===== config.mk =====
export PLATFORM = sky130hd
export DESIGN_NAME = multi_stop_color_gradient
export DESIGN_NICKNAME = d
export VERILOG_FILES = /design/src/hdl/mscg_pkg.sv /design/src/hdl/multi_stop_color_gradient.sv /design/src/hdl/mscg_cfg_regs.sv /design/src/hdl/mscg_ctrl.sv /design/src/hdl/mscg_datapath.sv
export SDC_FILE = /design/constraint.sdc
export NUM_CORES = 1
export LEC_CHECK = 0
export ABC_AREA = 1
export CORE_UTILIZATION = 70
export CTS_BUF_LIST = sky130_fd_sc_hd__clkbuf_4
export DETAILED_ROUTE_END_ITERATION = 12
export DONT_BUFFER_PORTS = 1
export PLACE_DENSITY = 0.89
export SYNTH_ARGS = -nofsm -noshare
export SYNTH_HDL_FRONTEND = slang
export SYNTH_SLANG_ARGS = --single-unit

===== constraint.sdc =====
create_clock -name aclk -period 20.5 [get_ports aclk]
set_input_delay 3.075 -clock aclk [delete_from_list [all_inputs] [get_ports aclk]]
set_output_delay 3.075 -clock aclk [all_outputs]
set_load 0.005 [all_outputs]

===== src/hdl/mscg_pkg.sv =====
`default_nettype none

package mscg_pkg;

    // field and register widths
    localparam int IDX_W     = 16;
    localparam int TOTAL_W   = 16;
    localparam int STOP_W    = 3;
    localparam int CH_W      = 8;
    localparam int COLOR_W   = 3 * CH_W;
    localparam int CFG_IDX_W = 3;
    localparam int CFG_W     = COLOR_W;

    localparam int NUM_COLORS = 6;
    localparam int COLOR_SEL_W = $clog2(NUM_COLORS);

    localparam logic [TOTAL_W-1:0] DEFAULT_STEPS = TOTAL_W'(100);
    localparam logic [IDX_W-1:0]   IDX_MAX       = '1;

    // register map
    localparam logic [CFG_IDX_W-1:0] REG_TOTAL_COUNT  = 3'd0;
    localparam logic [CFG_IDX_W-1:0] REG_STOP_COUNT   = 3'd1;
    localparam logic [CFG_IDX_W-1:0] REG_COLOR_STOP_0 = 3'd2;

    localparam logic [STOP_W-1:0] STOP_COUNT_RESET = 3'd6;

    localparam logic [NUM_COLORS-1:0][COLOR_W-1:0] COLOR_RESET = {
        24'h216AAC, 24'h67A9CF, 24'hD1E5F0, 24'hFDDBC7, 24'hEF8A62, 24'hB2182B
    };

    typedef struct packed {
        logic [TOTAL_W-1:0]                 total_count;
        logic [STOP_W-1:0]                  stop_count;
        logic [NUM_COLORS-1:0][COLOR_W-1:0] color_stop;
    } cfg_t;

    typedef enum logic [1:0] {
        CH_RED,
        CH_GREEN,
        CH_BLUE
    } chan_t;

    typedef enum logic [2:0] {
        ST_IDLE,
        ST_SETUP,
        ST_DIVIDE,
        ST_FETCH_LO,
        ST_FETCH_HI,
        ST_BLEND,
        ST_DELIVER
    } state_t;

    typedef struct packed {
        logic  setup;
        logic  div_step;
        logic  fetch_lo;
        logic  fetch_hi;
        logic  blend;
        chan_t ch_sel;
        logic  load_out;
    } cmd_t;

    typedef struct packed {
        logic over;
        logic out_free;
    } status_t;

endpackage

`default_nettype wire


===== src/hdl/multi_stop_color_gradient.sv =====
// A request item runs through setup, the bit-serial divide, two stop fetches, the blend
//   and delivery; past the end of the ramp the divider is skipped.
// The bit-serial restoring divider makes one quotient bit per cycle; a new request is
//   taken only once the previous color has been loaded into the output register.
// Items with request low are taken while idle and give no result.
// Reset (aresetn, synchronous, active low) clears the request counter and loads defaults.
`default_nettype none

module multi_stop_color_gradient #(
    parameter int MAX_STOPS = 6,
    parameter int FRAC_BITS = 16
) (
    input  wire logic                             aclk,
    input  wire logic                             aresetn,
    // configuration write port
    input  wire logic                             cfg_wr_en,
    input  wire logic [mscg_pkg::CFG_IDX_W-1:0]   cfg_index,
    input  wire logic [mscg_pkg::CFG_W-1:0]       cfg_wr_data,
    // request items
    input  wire logic                             s_valid,
    output logic                                  s_ready,
    input  wire logic                             s_request,
    // color items
    output logic                                  m_valid,
    input  wire logic                             m_ready,
    output logic [mscg_pkg::CH_W-1:0]             m_red,
    output logic [mscg_pkg::CH_W-1:0]             m_green,
    output logic [mscg_pkg::CH_W-1:0]             m_blue
);

    mscg_pkg::cfg_t    cfg;
    mscg_pkg::cmd_t    cmd;
    mscg_pkg::status_t status;

    // Register file: ramp length, stop count and the six stop colors.
    mscg_cfg_regs u_cfg (
        .aclk        (aclk),
        .aresetn     (aresetn),
        .cfg_wr_en   (cfg_wr_en),
        .cfg_index   (cfg_index),
        .cfg_wr_data (cfg_wr_data),
        .cfg         (cfg)
    );

    // Sequencer: setup, divide (skipped past the ramp end), fetch the two stops, blend three channels, deliver.
    mscg_ctrl #(
        .FRAC_BITS (FRAC_BITS)
    ) u_ctrl (
        .aclk      (aclk),
        .aresetn   (aresetn),
        .s_valid   (s_valid),
        .s_request (s_request),
        .s_ready   (s_ready),
        .status    (status),
        .cmd       (cmd)
    );

    // Datapath: position = index * (stops - 1) / d in fixed point, then a shared
    // multiplier interpolates one channel per cycle. The output register lets a
    // new request in while a finished color waits on m_ready.
    mscg_datapath #(
        .MAX_STOPS (MAX_STOPS),
        .FRAC_BITS (FRAC_BITS)
    ) u_dp (
        .aclk    (aclk),
        .aresetn (aresetn),
        .cfg     (cfg),
        .cmd     (cmd),
        .status  (status),
        .m_ready (m_ready),
        .m_valid (m_valid),
        .m_red   (m_red),
        .m_green (m_green),
        .m_blue  (m_blue)
    );

    // a real request makes the block busy on the next cycle
    a_busy_after_request: assert property (@(posedge aclk) disable iff (!aresetn)
        (s_valid && s_ready && s_request) |=> !s_ready)
        else $error("block still ready after taking a request");

    // an item with request low produces no color
    a_no_result_on_idle_item: assert property (@(posedge aclk) disable iff (!aresetn)
        (s_valid && s_ready && !s_request && !m_valid) |=> !m_valid)
        else $error("color produced for an item without request");

    // a color only appears at the end of a busy sequence
    a_result_from_busy: assert property (@(posedge aclk) disable iff (!aresetn)
        $rose(m_valid) |-> $past(!s_ready))
        else $error("color appeared while the sequencer was idle");

endmodule

`default_nettype wire


===== src/hdl/mscg_cfg_regs.sv =====
`default_nettype none

module mscg_cfg_regs (
    input  wire logic                            aclk,
    input  wire logic                            aresetn,
    input  wire logic                            cfg_wr_en,
    input  wire logic [mscg_pkg::CFG_IDX_W-1:0]  cfg_index,
    input  wire logic [mscg_pkg::CFG_W-1:0]      cfg_wr_data,
    output mscg_pkg::cfg_t                       cfg
);

    mscg_pkg::cfg_t cfg_reg;
    mscg_pkg::cfg_t cfg_next;
    logic [mscg_pkg::CFG_IDX_W-1:0] color_sel;

    assign color_sel = cfg_index - mscg_pkg::REG_COLOR_STOP_0;

    always_comb begin
        cfg_next = cfg_reg;
        if (cfg_wr_en) begin
            unique case (cfg_index)
                mscg_pkg::REG_TOTAL_COUNT: begin
                    cfg_next.total_count = cfg_wr_data[mscg_pkg::TOTAL_W-1:0];
                end
                mscg_pkg::REG_STOP_COUNT: begin
                    cfg_next.stop_count = cfg_wr_data[mscg_pkg::STOP_W-1:0];
                end
                default: begin
                    // remaining indexes are the six color stops
                    cfg_next.color_stop[color_sel[mscg_pkg::COLOR_SEL_W-1:0]] =
                        cfg_wr_data[mscg_pkg::COLOR_W-1:0];
                end
            endcase
        end
    end

    always_ff @(posedge aclk) begin
        if (!aresetn) begin
            cfg_reg.total_count <= '0;
            cfg_reg.stop_count  <= mscg_pkg::STOP_COUNT_RESET;
            cfg_reg.color_stop  <= mscg_pkg::COLOR_RESET;
        end else begin
            cfg_reg <= cfg_next;
        end
    end

    assign cfg = cfg_reg;

endmodule

`default_nettype wire


===== src/hdl/mscg_ctrl.sv =====
`default_nettype none

module mscg_ctrl #(
    parameter int FRAC_BITS = 16
) (
    input  wire logic              aclk,
    input  wire logic              aresetn,
    input  wire logic              s_valid,
    input  wire logic              s_request,
    output logic                   s_ready,
    input  wire mscg_pkg::status_t status,
    output mscg_pkg::cmd_t         cmd
);

    localparam int QW    = mscg_pkg::STOP_W + FRAC_BITS;
    localparam int CNT_W = $clog2(QW);

    mscg_pkg::state_t state_reg, state_next;
    logic [CNT_W-1:0] cnt_reg, cnt_next;
    mscg_pkg::chan_t  ch_reg, ch_next;
    logic             div_last;
    logic             blend_last;

    assign div_last   = (cnt_reg == CNT_W'(QW - 1));
    assign blend_last = (ch_reg == mscg_pkg::CH_BLUE);

    // next state
    always_comb begin
        state_next = state_reg;
        unique case (state_reg)
            mscg_pkg::ST_IDLE: begin
                if (s_valid && s_request) state_next = mscg_pkg::ST_SETUP;
            end
            mscg_pkg::ST_SETUP: begin
                // past the end the position is fixed, no division needed
                state_next = status.over ? mscg_pkg::ST_FETCH_LO : mscg_pkg::ST_DIVIDE;
            end
            mscg_pkg::ST_DIVIDE: begin
                if (div_last) state_next = mscg_pkg::ST_FETCH_LO;
            end
            mscg_pkg::ST_FETCH_LO: begin
                state_next = mscg_pkg::ST_FETCH_HI;
            end
            mscg_pkg::ST_FETCH_HI: begin
                state_next = mscg_pkg::ST_BLEND;
            end
            mscg_pkg::ST_BLEND: begin
                if (blend_last) state_next = mscg_pkg::ST_DELIVER;
            end
            mscg_pkg::ST_DELIVER: begin
                if (status.out_free) state_next = mscg_pkg::ST_IDLE;
            end
            default: state_next = mscg_pkg::ST_IDLE;
        endcase
    end

    // outputs
    always_comb begin
        s_ready      = 1'b0;
        cmd          = '0;
        cmd.ch_sel   = ch_reg;
        unique case (state_reg)
            mscg_pkg::ST_IDLE:     s_ready      = 1'b1;
            mscg_pkg::ST_SETUP:    cmd.setup    = 1'b1;
            mscg_pkg::ST_DIVIDE:   cmd.div_step = 1'b1;
            mscg_pkg::ST_FETCH_LO: cmd.fetch_lo = 1'b1;
            mscg_pkg::ST_FETCH_HI: cmd.fetch_hi = 1'b1;
            mscg_pkg::ST_BLEND:    cmd.blend    = 1'b1;
            mscg_pkg::ST_DELIVER:  cmd.load_out = status.out_free;
            default: ;
        endcase
    end

    // step and channel counters
    always_comb begin
        cnt_next = cnt_reg;
        ch_next  = ch_reg;
        if (state_reg == mscg_pkg::ST_SETUP) begin
            cnt_next = '0;
            ch_next  = mscg_pkg::CH_RED;
        end else if (state_reg == mscg_pkg::ST_DIVIDE) begin
            cnt_next = cnt_reg + CNT_W'(1);
        end else if (state_reg == mscg_pkg::ST_BLEND) begin
            case (ch_reg)
                mscg_pkg::CH_RED:   ch_next = mscg_pkg::CH_GREEN;
                mscg_pkg::CH_GREEN: ch_next = mscg_pkg::CH_BLUE;
                default:            ch_next = mscg_pkg::CH_RED;
            endcase
        end
    end

    always_ff @(posedge aclk) begin
        if (!aresetn) begin
            state_reg <= mscg_pkg::ST_IDLE;
            cnt_reg   <= '0;
            ch_reg    <= mscg_pkg::CH_RED;
        end else begin
            state_reg <= state_next;
            cnt_reg   <= cnt_next;
            ch_reg    <= ch_next;
        end
    end

endmodule

`default_nettype wire


===== src/hdl/mscg_datapath.sv =====
`default_nettype none

module mscg_datapath #(
    parameter int MAX_STOPS = 6,
    parameter int FRAC_BITS = 16
) (
    input  wire logic                        aclk,
    input  wire logic                        aresetn,
    input  wire mscg_pkg::cfg_t              cfg,
    input  wire mscg_pkg::cmd_t              cmd,
    output mscg_pkg::status_t                status,
    input  wire logic                        m_ready,
    output logic                             m_valid,
    output logic [mscg_pkg::CH_W-1:0]        m_red,
    output logic [mscg_pkg::CH_W-1:0]        m_green,
    output logic [mscg_pkg::CH_W-1:0]        m_blue
);

    localparam int SW  = mscg_pkg::STOP_W;
    localparam int IW  = mscg_pkg::IDX_W;
    localparam int CW  = mscg_pkg::CH_W;
    localparam int QW  = SW + FRAC_BITS;
    localparam int MW  = IW + SW;
    localparam int PW  = CW + 1 + FRAC_BITS + 1;
    localparam logic [FRAC_BITS-1:0] CLAMP_FRAC = FRAC_BITS'((9 * (2 ** FRAC_BITS)) / 10);

    logic [IW-1:0]   idx_reg, idx_next;
    logic [IW-1:0]   rem_reg, rem_next;
    logic [QW-1:0]   sh_reg, sh_next;
    logic [QW-1:0]   quo_reg, quo_next;
    logic [mscg_pkg::COLOR_W-1:0] lo_reg, lo_next, hi_reg, hi_next;
    logic [CW-1:0]   red_reg, red_next, green_reg, green_next, blue_reg, blue_next;
    logic [CW-1:0]   out_r_reg, out_r_next, out_g_reg, out_g_next, out_b_reg, out_b_next;
    logic            m_valid_reg, m_valid_next;

    logic [SW-1:0]   stops, stops_m1;
    logic [IW-1:0]   d;
    logic            over;
    logic [MW-1:0]   prod_m;
    logic [IW:0]     trial;
    logic            ge;
    logic [SW-1:0]   base, hi_sel, sel_idx;
    logic [FRAC_BITS-1:0] frac;
    logic [mscg_pkg::COLOR_W-1:0] sel_color;
    logic [CW-1:0]   lo_ch, hi_ch, mix_ch;
    logic signed [CW:0]        diff;
    logic signed [FRAC_BITS:0] frac_s;
    logic signed [PW-1:0]      prod_c, prod_sh;

    // stop count clamp and ramp length
    always_comb begin
        if (cfg.stop_count < SW'(2))
            stops = SW'(2);
        else if (cfg.stop_count > SW'(MAX_STOPS))
            stops = SW'(MAX_STOPS);
        else
            stops = cfg.stop_count;
        stops_m1 = stops - SW'(1);
        d = (cfg.total_count > mscg_pkg::TOTAL_W'(1)) ?
            (cfg.total_count - mscg_pkg::TOTAL_W'(1)) : mscg_pkg::DEFAULT_STEPS;
        over   = (idx_reg > d);
        prod_m = MW'(idx_reg) * MW'(stops_m1);
    end

    // restoring divider step; remainder stays below d
    assign trial = {rem_reg, sh_reg[QW-1]};
    assign ge    = (trial >= {1'b0, d});

    assign base   = quo_reg[QW-1:FRAC_BITS];
    assign frac   = quo_reg[FRAC_BITS-1:0];
    assign hi_sel = (base >= stops_m1) ? base : (base + SW'(1));
    assign sel_idx = cmd.fetch_hi ? hi_sel : base;
    assign sel_color = (sel_idx < SW'(mscg_pkg::NUM_COLORS)) ?
        cfg.color_stop[sel_idx[mscg_pkg::COLOR_SEL_W-1:0]] : '0;

    // one channel per cycle: lo + ((hi - lo) * f) >>> FRAC_BITS
    always_comb begin
        case (cmd.ch_sel)
            mscg_pkg::CH_RED: begin
                lo_ch = lo_reg[3*CW-1:2*CW];
                hi_ch = hi_reg[3*CW-1:2*CW];
            end
            mscg_pkg::CH_GREEN: begin
                lo_ch = lo_reg[2*CW-1:CW];
                hi_ch = hi_reg[2*CW-1:CW];
            end
            mscg_pkg::CH_BLUE: begin
                lo_ch = lo_reg[CW-1:0];
                hi_ch = hi_reg[CW-1:0];
            end
            default: begin
                lo_ch = '0;
                hi_ch = '0;
            end
        endcase
        diff    = $signed({1'b0, hi_ch}) - $signed({1'b0, lo_ch});
        frac_s  = $signed({1'b0, frac});
        prod_c  = PW'(diff) * PW'(frac_s);
        prod_sh = prod_c >>> FRAC_BITS;
        mix_ch  = lo_ch + prod_sh[CW-1:0];
    end

    always_comb begin
        idx_next     = idx_reg;
        rem_next     = rem_reg;
        sh_next      = sh_reg;
        quo_next     = quo_reg;
        lo_next      = lo_reg;
        hi_next      = hi_reg;
        red_next     = red_reg;
        green_next   = green_reg;
        blue_next    = blue_reg;
        out_r_next   = out_r_reg;
        out_g_next   = out_g_reg;
        out_b_next   = out_b_reg;
        m_valid_next = m_valid_reg && !m_ready;

        if (cmd.setup) begin
            if (over) begin
                quo_next = {stops - SW'(2), CLAMP_FRAC};
            end else begin
                quo_next = '0;
                rem_next = prod_m[MW-1:SW];
                sh_next  = {prod_m[SW-1:0], {FRAC_BITS{1'b0}}};
            end
            if (idx_reg != mscg_pkg::IDX_MAX) idx_next = idx_reg + IW'(1);
        end
        if (cmd.div_step) begin
            rem_next = ge ? IW'(trial - {1'b0, d}) : trial[IW-1:0];
            quo_next = {quo_reg[QW-2:0], ge};
            sh_next  = {sh_reg[QW-2:0], 1'b0};
        end
        if (cmd.fetch_lo) lo_next = sel_color;
        if (cmd.fetch_hi) hi_next = sel_color;
        if (cmd.blend) begin
            case (cmd.ch_sel)
                mscg_pkg::CH_RED:   red_next   = mix_ch;
                mscg_pkg::CH_GREEN: green_next = mix_ch;
                default:            blue_next  = mix_ch;
            endcase
        end
        if (cmd.load_out) begin
            out_r_next   = red_reg;
            out_g_next   = green_reg;
            out_b_next   = blue_reg;
            m_valid_next = 1'b1;
        end
    end

    always_ff @(posedge aclk) begin
        if (!aresetn) begin
            idx_reg     <= '0;
            m_valid_reg <= 1'b0;
        end else begin
            idx_reg     <= idx_next;
            m_valid_reg <= m_valid_next;
        end
    end

    always_ff @(posedge aclk) begin
        rem_reg   <= rem_next;
        sh_reg    <= sh_next;
        quo_reg   <= quo_next;
        lo_reg    <= lo_next;
        hi_reg    <= hi_next;
        red_reg   <= red_next;
        green_reg <= green_next;
        blue_reg  <= blue_next;
        out_r_reg <= out_r_next;
        out_g_reg <= out_g_next;
        out_b_reg <= out_b_next;
    end

    assign status.over     = over;
    assign status.out_free = !m_valid_reg || m_ready;

    assign m_valid = m_valid_reg;
    assign m_red   = out_r_reg;
    assign m_green = out_g_reg;
    assign m_blue  = out_b_reg;

endmodule

`default_nettype wire


==> metrics <==
status complete, no violations; Die W 177 um; Hold WC Path Type reg -> reg; pin count of the biggest net entering global routing between 150 and 200; CTS tree yes; Syn Inst Count 2799; vias in the first global route 18900; syn_nets 3079; critical path required time 20.96 ns; r2r startpoint u_ctrl.ch_reg[0]$_SDFFE_PP0P_; initial core utilization 0.718; max reg flops 163; Tcrit/Tclk final 0.417; GR Util All Layers 0.368; Hold Vio Cnt, Final 0; cts hold-fix bufs 0; Max-Slew Margin vs Limit 0.207; min cycle time layout 8.55 ns; Post-CTS Setup Bufs 0; Max Cap Viol 0; vias per inst 5.91; HP Start u_dp.red_reg[7]$_DFFE_PP_; final layout net count 3083; Final TNS setup 0 ns; post-detailed-route DRC marker count 0; Final ANT Viol Nets 0; Worst EP arrival 9.01 ns; CP endpoint kind flip-flop; Critical path origin u_ctrl.ch_reg[0]$_SDFFE_PP0P_; most frequent cells in the layout nand2_1 (814), nor2_1 (351), inv_1 (298); dpl hpwl 39400 um; first-pass iteration count of the detailed router 6; Worst Tran Pin Value 1.19 ns; CTS Root Cell clkbuf_4; startpoint type of the worst setup path flip-flop; Syn Area/Cell 7.66 um2; drt wl/cell 17.4 um; die height 177 um; RSZ-0062 raised after global routing false; CP max FO 17; critical path class reg -> reg; post-CTS resize count 0; Synth area leader edfxtp_1; Core ar. 29900 um2; vias post-DR between 15000 and 20000; CP max-delay cell nor2_1; synth top area cells edfxtp_1 (19%), dfxtp_1 (18%), nand2_1 (14%), fa_1 (11%), ha_1 (7.6%); share of the synthesized area in the top cell type 0.188; FP Rows 63; Setup Skew 0.0355 ns; Synthesis Warnings 0; Total Wirelength about 57000 um; worst skew pair latency 0.74 ns; # IOs 59; Slew Viols, Final 0; initial drt markers 1824; Critical Path Max Stage Delay 0.81 ns; top achievable clock speed 0.117 GHz; register bit count reported by yosys between 300 and 400; Distinct cells, synth 54; initial antenna violation count 4; CTS Buf Count 85; CP top delay family adder cells; post-synthesis sequential area ratio 0.365; htree depth 3; Clock transition at path regs 0.09 ns; cell mode on critical path nand2_1; worst path buffer plus inverter count 8; Routability Congestion 0.973; most common cell after layout, fill and taps aside nand2_1; DIE AREA between 30000 and 40000 um2; first-pass GRT wire length 90900 um; Synth Cell Area 21400 um2; area delta synth->final 5.97%; endpoints failing setup 0; Port Buffers 0; share of layout cells above drive strength 1 0.0694; total gr overflow 0; Sink Count 324; Max Buffers Root-to-Sink 3
-- worst paths after layout --
kind	endpoint	depth (start not counted)	slack [ns]
hold reg to reg	u_dp.m_red[7]$_DFFE_PP_	0	0.40
setup / recovery	u_dp.green_reg[6]$_DFFE_PP_	41	11.95
setup reg to reg	u_dp.green_reg[6]$_DFFE_PP_	41	11.95
hold / removal	u_dp.m_red[7]$_DFFE_PP_	0	0.40
-- cell families after synthesis --
family,Yosys count,share of synthesized area
adder cells (fa/ha/maj),247,0.185
AO/OA/AOI/OAI,285,0.0711
buffers and inverters,408,0.0752
AND/OR/NAND/NOR,1503,0.290
XOR/XNOR,32,0.0139
flip-flops,324,0.365
-- routing by layer --
| metal | GRT usage | part of all wire | vias to the layer above |
|---|---|---|---|
| met5 | 0 | 0 | - |
| met1 | 0.454 | 0.38 | 9024 |
| met4 | 0.162 | 0.033 | 0 |
| met3 | 0.0960 | 0.12 | 176 |
| li1 | - | - | 9043 |
| met2 | 0.606 | 0.47 | 1028 |
-- layout make-up --
type	instances	area [um2]
Inverter	308	1160
Clock inverter	27	146
Antenna cell	2	5.00
Clock buffer	125	938
Fill cell	2178	7150
Timing Repair Buffer	17	128
Multi-Input combinational cell	2067	12000
Tap cell	390	488
Sequential cell	324	7830
-- per-stage QoR --
step	setup WS (ns)	area (um2)	utilization	hold slack [ns]	instances
2_1_floorplan	13.12	21400	-	0.400	2799
3_3_place_gp	12.27	21600	0.724	0.401	3106
3_5_place_dp	12.07	21600	0.724	0.405	3106
4_1_cts	12.03	22700	0.760	0.420	3258
5_1_grt	11.38	22700	0.761	0.431	3259
6_report	11.95	22700	0.761	0.401	3260
-- Yosys cell counts, drive strengths merged --
cell and n:
and3 1, nand4 13, o31ai 3, a221oi 3, o21a 2, or2 9
a21o 5, nor2 358, inv 305, clkinv 3, a21oi 105, o21bai 5
a211oi 2, buf 37, o22ai 3, dfxtp 190, ha 131, and2 1
edfxtp 134, a22o 1, nand3 255, nor3 26, nor3b 2, xnor2 13
nor4 6, nand3b 9, clkbuf 63, a31oi 4, xor2 19, o211ai 4
o31a 1, fa 116, o21ai 147, nand2 823
Power is not shown: default switching activity piles up to over one toggle a cycle in this logic, so the estimate is an artifact.
